`src/rtl/top_k_sorted_insert_core_defines.svh`:
```
// Assertion macros shared by the top-k insertion list RTL.
// No dependencies; expects clk and arst_n in the including scope.
`ifndef TOP_K_SORTED_INSERT_CORE_DEFINES_SVH
`define TOP_K_SORTED_INSERT_CORE_DEFINES_SVH

// Same-cycle implication, checked out of reset.
`define TKINS_ASSERT_NOW(lbl, ante, cons, msg) \
	lbl: assert property (@(posedge clk) disable iff (!arst_n) (ante) |-> (cons)) \
		else $error(msg);

// Next-cycle implication, checked out of reset.
`define TKINS_ASSERT_NEXT(lbl, ante, cons, msg) \
	lbl: assert property (@(posedge clk) disable iff (!arst_n) (ante) |=> (cons)) \
		else $error(msg);

`endif

```
`src/rtl/tkins_pkg.sv`:
```
// Shared types and constants for the top-k insertion list.
// No dependencies.
package tkins_pkg;

	localparam int ENTRIES_DEF = 8;
	localparam int SCORE_W     = 32;
	localparam int TAG_W       = 64;
	localparam int INDEX_W     = 3;
	localparam int POS_W       = 3;
	localparam int COUNT_W     = 4;
	localparam int IN_DATA_W   = 104;
	localparam int OUT_DATA_W  = 112;

	typedef enum logic {
		ACT_SUBMIT = 1'b0,
		ACT_READ   = 1'b1
	} action_t;

	// per-cell update control
	typedef struct packed {
		logic load_new;  // take the submitted pair
		logic shift_in;  // take the upper neighbor's pair
	} cell_ctl_t;

endpackage

```
`src/rtl/tkins_cell.sv`:
```
// One rank of the sorted list: holds a score/tag pair and compares it.
// Depends on tkins_pkg.
module tkins_cell import tkins_pkg::*; (
	input  logic                      clk,
	input  cell_ctl_t                 ctl,
	input  logic signed [SCORE_W-1:0] new_score,
	input  logic        [TAG_W-1:0]   new_tag,
	input  logic signed [SCORE_W-1:0] prev_score,
	input  logic        [TAG_W-1:0]   prev_tag,
	output logic signed [SCORE_W-1:0] score,
	output logic        [TAG_W-1:0]   tag,
	output logic                      beats    // new score strictly above ours
);

	logic signed [SCORE_W-1:0] score_q;
	logic        [TAG_W-1:0]   tag_q;

	always_ff @(posedge clk) begin
		if (ctl.load_new) begin
			score_q <= new_score;
			tag_q   <= new_tag;
		end else if (ctl.shift_in) begin
			score_q <= prev_score;
			tag_q   <= prev_tag;
		end
	end

	assign score = score_q;
	assign tag   = tag_q;
	assign beats = new_score > score_q;

endmodule

```
`src/rtl/top_k_sorted_insert_core.sv`:
```
// Top-k sorted insertion list: a row of compare-and-shift cells.
// Throughput: one item per cycle unless m_tready stalls; results are registered.
// The rate is set by the combinational parallel compare across all cells and the shift.
// Reset (arst_n low, async) empties the list and drops any pending result.
// Cell contents have no reset; only ranks below the entry count are ever read.
// Depends on tkins_pkg, tkins_cell and top_k_sorted_insert_core_defines.svh.
`include "top_k_sorted_insert_core_defines.svh"

module top_k_sorted_insert_core import tkins_pkg::*; #(
	parameter int ENTRIES = ENTRIES_DEF
) (
	input  logic                  clk,
	input  logic                  arst_n,
	// input stream
	input  logic                  s_tvalid,
	output logic                  s_tready,
	input  logic [IN_DATA_W-1:0]  s_tdata,   // score[31:0], tag[95:32], index[98:96], zero pad
	input  logic                  s_tuser,   // action: 0 submit, 1 read
	// result stream
	output logic                  m_tvalid,
	input  logic                  m_tready,
	output logic [OUT_DATA_W-1:0] m_tdata    // accepted[0], position[3:1], entry_count[7:4],
	                                         // read_valid[8], read_score[40:9],
	                                         // read_tag[104:41], zero pad
);

	localparam int CNT_W = $clog2(ENTRIES + 1);
	localparam int RD_N  = (ENTRIES < 8) ? ENTRIES : 8;  // ranks reachable by a 3-bit index

	// input field unpack
	logic signed [SCORE_W-1:0] in_score;
	logic        [TAG_W-1:0]   in_tag;
	logic        [INDEX_W-1:0] in_index;
	action_t                   in_action;

	assign in_score  = s_tdata[SCORE_W-1:0];
	assign in_tag    = s_tdata[SCORE_W+TAG_W-1:SCORE_W];
	assign in_index  = s_tdata[SCORE_W+TAG_W+INDEX_W-1:SCORE_W+TAG_W];
	assign in_action = action_t'(s_tuser);

	// transfer handling: output register parts the two sides
	logic out_valid_q;
	logic in_xfer;
	logic submit_go;

	assign s_tready  = !out_valid_q || m_tready;
	assign in_xfer   = s_tvalid && s_tready;
	assign submit_go = in_xfer && (in_action == ACT_SUBMIT);

	logic [CNT_W-1:0] cnt_q;

	// cell row
	logic signed [SCORE_W-1:0] cell_score [ENTRIES];
	logic        [TAG_W-1:0]   cell_tag   [ENTRIES];
	logic        [ENTRIES-1:0] beats;
	logic        [ENTRIES-1:0] ins;       // new pair belongs at or above this rank
	logic        [ENTRIES-1:0] take_vec;  // one-hot insert rank
	cell_ctl_t                 ctl [ENTRIES];

	// ins is monotone: once true it stays true further down the row
	always_comb begin
		for (int i = 0; i < ENTRIES; i++) begin
			ins[i] = (CNT_W'(i) >= cnt_q) || beats[i];
		end
	end

	always_comb begin
		for (int i = 0; i < ENTRIES; i++) begin
			if (i == 0) begin
				take_vec[i]     = submit_go && ins[i];
				ctl[i].shift_in = 1'b0;
			end else begin
				take_vec[i]     = submit_go && ins[i] && !ins[i-1];
				ctl[i].shift_in = submit_go && ins[i-1];
			end
			ctl[i].load_new = take_vec[i];
		end
	end

	for (genvar g = 0; g < ENTRIES; g++) begin : g_cell
		if (g == 0) begin : g_head
			tkins_cell u_cell (
				.clk        (clk),
				.ctl        (ctl[g]),
				.new_score  (in_score),
				.new_tag    (in_tag),
				.prev_score (in_score),
				.prev_tag   (in_tag),
				.score      (cell_score[g]),
				.tag        (cell_tag[g]),
				.beats      (beats[g])
			);
		end else begin : g_body
			tkins_cell u_cell (
				.clk        (clk),
				.ctl        (ctl[g]),
				.new_score  (in_score),
				.new_tag    (in_tag),
				.prev_score (cell_score[g-1]),
				.prev_tag   (cell_tag[g-1]),
				.score      (cell_score[g]),
				.tag        (cell_tag[g]),
				.beats      (beats[g])
			);
		end
	end

	// insert rank from the one-hot vector, kept to the field width
	logic             accept_new;
	logic [POS_W-1:0] ins_pos;

	always_comb begin
		ins_pos = '0;
		for (int i = 0; i < ENTRIES; i++) begin
			if (take_vec[i]) begin
				ins_pos = ins_pos | POS_W'(i);
			end
		end
	end

	assign accept_new = |take_vec;

	// entry count
	logic [CNT_W-1:0] cnt_next;

	always_comb begin
		cnt_next = cnt_q;
		if (accept_new && (cnt_q < CNT_W'(ENTRIES))) begin
			cnt_next = cnt_q + CNT_W'(1);
		end
	end

	always_ff @(posedge clk or negedge arst_n) begin
		if (!arst_n) begin
			cnt_q <= '0;
		end else begin
			cnt_q <= cnt_next;
		end
	end

	// read port: small mux over the reachable ranks, before this item's update
	logic                      rd_hit;
	logic signed [SCORE_W-1:0] rd_score;
	logic        [TAG_W-1:0]   rd_tag;

	always_comb begin
		rd_hit   = 1'b0;
		rd_score = '0;
		rd_tag   = '0;
		for (int j = 0; j < RD_N; j++) begin
			if ((in_index == INDEX_W'(j)) && (CNT_W'(j) < cnt_q)) begin
				rd_hit   = 1'b1;
				rd_score = cell_score[j];
				rd_tag   = cell_tag[j];
			end
		end
	end

	// result register
	logic                      acc_q;
	logic [POS_W-1:0]          pos_q;
	logic [COUNT_W-1:0]        count_q;
	logic                      rvalid_q;
	logic signed [SCORE_W-1:0] rscore_q;
	logic [TAG_W-1:0]          rtag_q;
	logic [COUNT_W-1:0]        count_out;

	if (CNT_W >= COUNT_W) begin : g_cnt_trunc
		assign count_out = cnt_next[COUNT_W-1:0];
	end else begin : g_cnt_ext
		assign count_out = {{(COUNT_W-CNT_W){1'b0}}, cnt_next};
	end

	always_ff @(posedge clk or negedge arst_n) begin
		if (!arst_n) begin
			out_valid_q <= 1'b0;
		end else if (s_tready) begin
			out_valid_q <= s_tvalid;
		end
	end

	always_ff @(posedge clk) begin
		if (in_xfer) begin
			count_q <= count_out;
			if (in_action == ACT_SUBMIT) begin
				acc_q    <= accept_new;
				pos_q    <= ins_pos;
				rvalid_q <= 1'b0;
				rscore_q <= '0;
				rtag_q   <= '0;
			end else begin
				acc_q    <= 1'b0;
				pos_q    <= '0;
				rvalid_q <= rd_hit;
				rscore_q <= rd_score;
				rtag_q   <= rd_tag;
			end
		end
	end

	assign m_tvalid = out_valid_q;
	assign m_tdata  = {7'd0, rtag_q, rscore_q, rvalid_q, count_q, pos_q, acc_q};

	// checks
	`TKINS_ASSERT_NOW(a_cnt_bound, 1'b1, cnt_q <= CNT_W'(ENTRIES), "entry count above list size")
	`TKINS_ASSERT_NOW(a_take_onehot, 1'b1, $onehot0(take_vec), "more than one insert rank")
	`TKINS_ASSERT_NEXT(a_cnt_grow, submit_go && (cnt_q < CNT_W'(ENTRIES)), cnt_q == $past(cnt_q) + CNT_W'(1), "submit into non-full list did not grow count")
	`TKINS_ASSERT_NEXT(a_cnt_idle, !submit_go, $stable(cnt_q), "count changed without a submit")

endmodule

```
`config.mk`:
```
export PLATFORM = sky130hd
export DESIGN_NAME = top_k_sorted_insert_core
export DESIGN_NICKNAME = d
export VERILOG_FILES = /design/src/rtl/tkins_pkg.sv /design/src/rtl/tkins_cell.sv /design/src/rtl/top_k_sorted_insert_core.sv
export VERILOG_INCLUDE_DIRS = /design/src /design/src/rtl
export SDC_FILE = /design/constraint.sdc
export NUM_CORES = 2
export LEC_CHECK = 0
export BUFFER_PORTS_ARGS = -buffer_cell sky130_fd_sc_hd__buf_2
export CORE_MARGIN = 4
export CORE_UTILIZATION = 25
export CTS_CLUSTER_DIAMETER = 100
export DETAILED_ROUTE_END_ITERATION = 10
export GPL_TIMING_DRIVEN = 1
export SLEW_MARGIN = 30
export SYNTH_ARGS = -nofsm -noshare
export SYNTH_HDL_FRONTEND = slang
export SYNTH_HIERARCHICAL = 1
export SYNTH_SLANG_ARGS = --single-unit
```
`constraint.sdc`:
```
create_clock -name clk -period 5.2 [get_ports clk]
set_clock_uncertainty 0.05 [all_clocks]
set_input_delay 1.04 -clock clk [delete_from_list [all_inputs] [get_ports clk]]
set_output_delay 1.04 -clock clk [all_outputs]
set_load 0.005 [all_outputs]
```
==> results.txt <==
* Count of fill cells added during filler insertion: 18.90k
- Clock Latency Late Sink: 0.72 ns
* Fraction of synthesis flops using an asynchronous set or reset pin: 0.005695
- The H-tree was split into 3 levels.
- Synth unique cells: 56
* Starting Density: 0.2517
* Nets@finish: 4,106
* Boundary Pins: ~220
- Number of enable-type register cells in the synthesized netlist: approximately 870
- Worst rel slew slack: 0.3674
- Counting every sink on the clock net gives roughly 900.
- Max-slew violation total from the final report: 0
- Summed over all layers, the routed wires come to about 150,000 µm.
- Power spread over the standard cell area amounts to 381.8 nW/µm².
- The worst setup path is of the in2reg kind.
* Total overflow reported by the global router: 0
* Sequential Area: 26,340 µm²
- Yosys synthesis warning count: 6
- In this run the standard cell core region covers 188,000 µm².
- Count of buffer and inverter cells on the critical path: 7
- Fraction of layout instances using a drive strength above 1: 0.3508
- Grouping stages by cell kind, the critical path spends the most delay in buffers and inverters.
- In the finished design, the share of the clock period the worst path needs comes to 0.8867.
- Leakage dissipation: 0.01987 µW
* Global placer's final weighted congestion: 0.8061
- The synthesized netlist occupies a cell area of 47,320 µm².
* Overall power after layout: 21,470 µW
* Number of placement rows: 159
- Cts hold-fix bufs: 0
- Critical path's largest stage delay: about 0.42 ns
* Final Setup Violations: 0
* P&R area growth vs syn: 18.81%
- Of the post-synthesis cell area, the dominant cell type holds 0.5540.
* Portion of total power attributed to sequential cells: 0.452
* Tightest Pin Transition: ~0.95 ns
* Complex-gate fraction of the synthesized area: 0.1085
- Number of non-filler instances in the completed layout: 6,331
- The count of buffers added on input and output ports is 210.
* Total number of vias: 31.58k
- Synthesized instance count: 3,457
- Biggest area contributors in the synthesized netlist: edfxtp_1 (55%), mux2_2 (18%), ha_1 (6.9%)
* Number of antenna violations at the first check in global routing: 52
- Of all nets on the critical path, the largest fanout is 30.
- STA classifies the critical path startpoint as a primary input.
* Run status: complete, no violations
* Simple-gate share of the synthesized area: 0.04059
- In the final layout, the multi-input gates occupy 19,210 µm².
- For this run, design rule violations remaining after detail routing come to 0.
- From left edge to right edge, the die measures 443.1 µm.
* Largest area contributor in the netlist: edfxtp_1
- In this run, the number of DRC markers left after iteration 0 of detailed routing was between 2k and 3k.
- Counting instances in the post-synthesis netlist gives the leading cell types as edfxtp_1 (873), mux2_2 (768), ha_1 (260), inv_1 (260), a221oi_1 (177).
* Critical-path cell with the highest stage delay: nor3_2
* Clock period minus final worst setup slack: 4.611 ns
- CTS Root Buffer Type: clkbuf_16
- The worst setup path is captured at a register.
* Total track usage: 0.1491
- After synthesis, the share of cell area in mux cells is 0.1844.
* Setup crit start: s_tdata[14]
* Data arrival at the endpoint of the critical path: 4.94 ns
- DP Cell Count: 6,136
- VDD sags by at most 0.0002706 V.
- The number of clock buffers added by TritonCTS is 94.
- In this run the deepest clock path goes through 3 buffers.
- Largest family of logic cells by synthesized area: multiplexers
* Vias in the first global route: 31.79k
* Worst hold margin: between 0.1 and 0.15 ns
- Detailed placement finished with a half-perimeter wire length of 101,500 µm.
- Timing would allow up to 216.9 MHz.
- The most common cell in the synthesized netlist is edfxtp_1.
- Internal power comes to about 15,000 µW.
- The synthesized design contains 878 register bits.
- Setup repair after global routing left no endpoint under its margin.
- Post-detailed-route via-to-cell ratio: ~5
- Of the total power, combinational logic draws 0.235.
* First-pass iteration count of the detailed router: 7
- Switch Pwr: 6332 µW
- Sw Share: 0.2950
* Setup Buffers After CTS: 0
- R2r startpoint: g_cell[3].g_body.u_cell/score[14]$_DFFE_PP_
* Clock tree from TritonCTS: built
- The final number of hold-violating endpoints was 0.
- The die covers just under 200,000 µm².
- Dividing the detail-routed wire length by the instance count gives approximately 24 µm.
- A synthesized cell averages 13.69 µm².
- Entering global routing, the biggest net connects 67 pins.
- Top FF cell, synth: edfxtp_1
* ANT nets after route: 0
* Post-CTS sizing: 0
- Wire length of the first global-routing pass: 219,400 µm
- Die Y-Extent: 443.1 µm
- XOR/XNOR Fraction of Synth Area: 0.0003702
- Post-synthesis share of cell area spent on full adders, half adders and majority gates: 0.06874
- Ordered list of cells on the worst path: buf_2 > buf_4 > ha_1 > nand4_1 > nor4_1 > buf_4 > a21boi_1 > o31ai_1 > buf_4 > o2111ai_1 > buf_4 > mux2i_1 > nor2_1 > nor3_2 > buf_4 > or2_4 > buf_12
- The share of total power dissipated in the clock network is 0.313.
- After clock tree synthesis, the clock-pin slew on the worst setup and hold paths is 0.06 ns.
- Path class of the lowest-slack min-delay path: in2async
- Counting stages on the worst path, the most repeated cell is buf_4.
- Maximum capacitance violations: 0
- Critical Path RT: approximately 5.5 ns
* Sequential-to-total area share from yosys stat: 0.5566
-- power by group through the flow --
stage | combinational, µW | clock (µW) | sequential (µW)
floorplan | 3000 | 0 | 9670
global placement | 4980 | 0 | 9800
detailed placement | 5060 | 0 | 9840
CTS | 5090 | 6930 | 9690
global route | 5450 | 7190 | 9800
finish | 5050 | 6720 | 9700
-- cell type report --
class | instances | share of cell area
repair buffers | 399 | 0.06267
inverters | 260 | 0.01736
diodes | 25 | 0.001113
multi-input cells | 2104 | 0.3417
clock inverters | 54 | 0.009436
clock buffers | 116 | 0.04369
flip-flops and latches | 878 | 0.4685
well taps | 2495 | 0.05553
-- layer usage --
metal | track usage | vias to the layer above | part of all wire
met5 | 0 | - | 0.00099
li1 | - | 14370 | -
met2 | 0.2639 | 947 | 0.51
met3 | 0.02795 | 231 | 0.058
met1 | 0.1795 | 16010 | 0.40
met4 | 0.05490 | 22 | 0.034
-- state kept, by name, indices dropped and copies added, names as in the netlist --
register and count:
count_q 4, cnt_q 4, pos_q 3, g_cell.g_head.u_cell/score 32, g_cell.g_head.u_cell/tag 64, g_cell.g_body.u_cell/score 224, acc_q 1, rvalid_q 1
rtag_q 64, m_tvalid 1, rscore_q 32, g_cell.g_body.u_cell/tag 448
-- cells by family after synthesis --
family,count (synthesis)
AOI/OAI and AO/OA,714
xor gates and xnor gates,2
adders and majority gates,260
buffers and inverters,482
DFF,878
muxes,776
other,1
and+or+nand+nor,344
-- per-stage QoR --
stage               instance area, µm²  TNS (ns)  utilization  setup WS [ns]
finish                           56220         0       0.2991         0.5893
global route                     56190         0       0.2989         0.4833
CTS                              56160         0       0.2987         0.6769
detailed placement               53170    -2.243       0.2828       -0.04968
global placement                 53160  -0.02858       0.2828      -0.003098
floorplan                        47350         0            -        0.01597
-- path summary, 6_finish.rpt --
path	cells past startpoint	slack, ns	end
min in group clk	1	0.51	g_cell[5].g_body.u_cell/tag[38]$_DFFE_PP_
hold / removal	1	0.14	cnt_q[3]$_DFF_PN0_
hold reg to reg	1	0.51	g_cell[5].g_body.u_cell/tag[38]$_DFFE_PP_
setup reg to reg	16	0.85	g_cell[3].g_body.u_cell/tag[38]$_DFFE_PP_
setup / recovery	17	0.59	g_cell[3].g_body.u_cell/tag[38]$_DFFE_PP_
max in group asynchronous	1	4.76	cnt_q[0]$_DFF_PN0_
-- placed cells by master, fill, tap and decap left out, types with 44 or more instances in the layout --
cell       count
a21oi_1      169
a221oi_1     177
buf_12        84
buf_2        209
buf_4        106
clkbuf_16     95
edfxtp_1     873
ha_1         260
inv_1        260
mux2_2       768
nand2_1       57
nand4_1       57
nor2_1        44
o221ai_1      85
o22ai_1       77
or3_1         79
(Power assumes the default switching activity.)
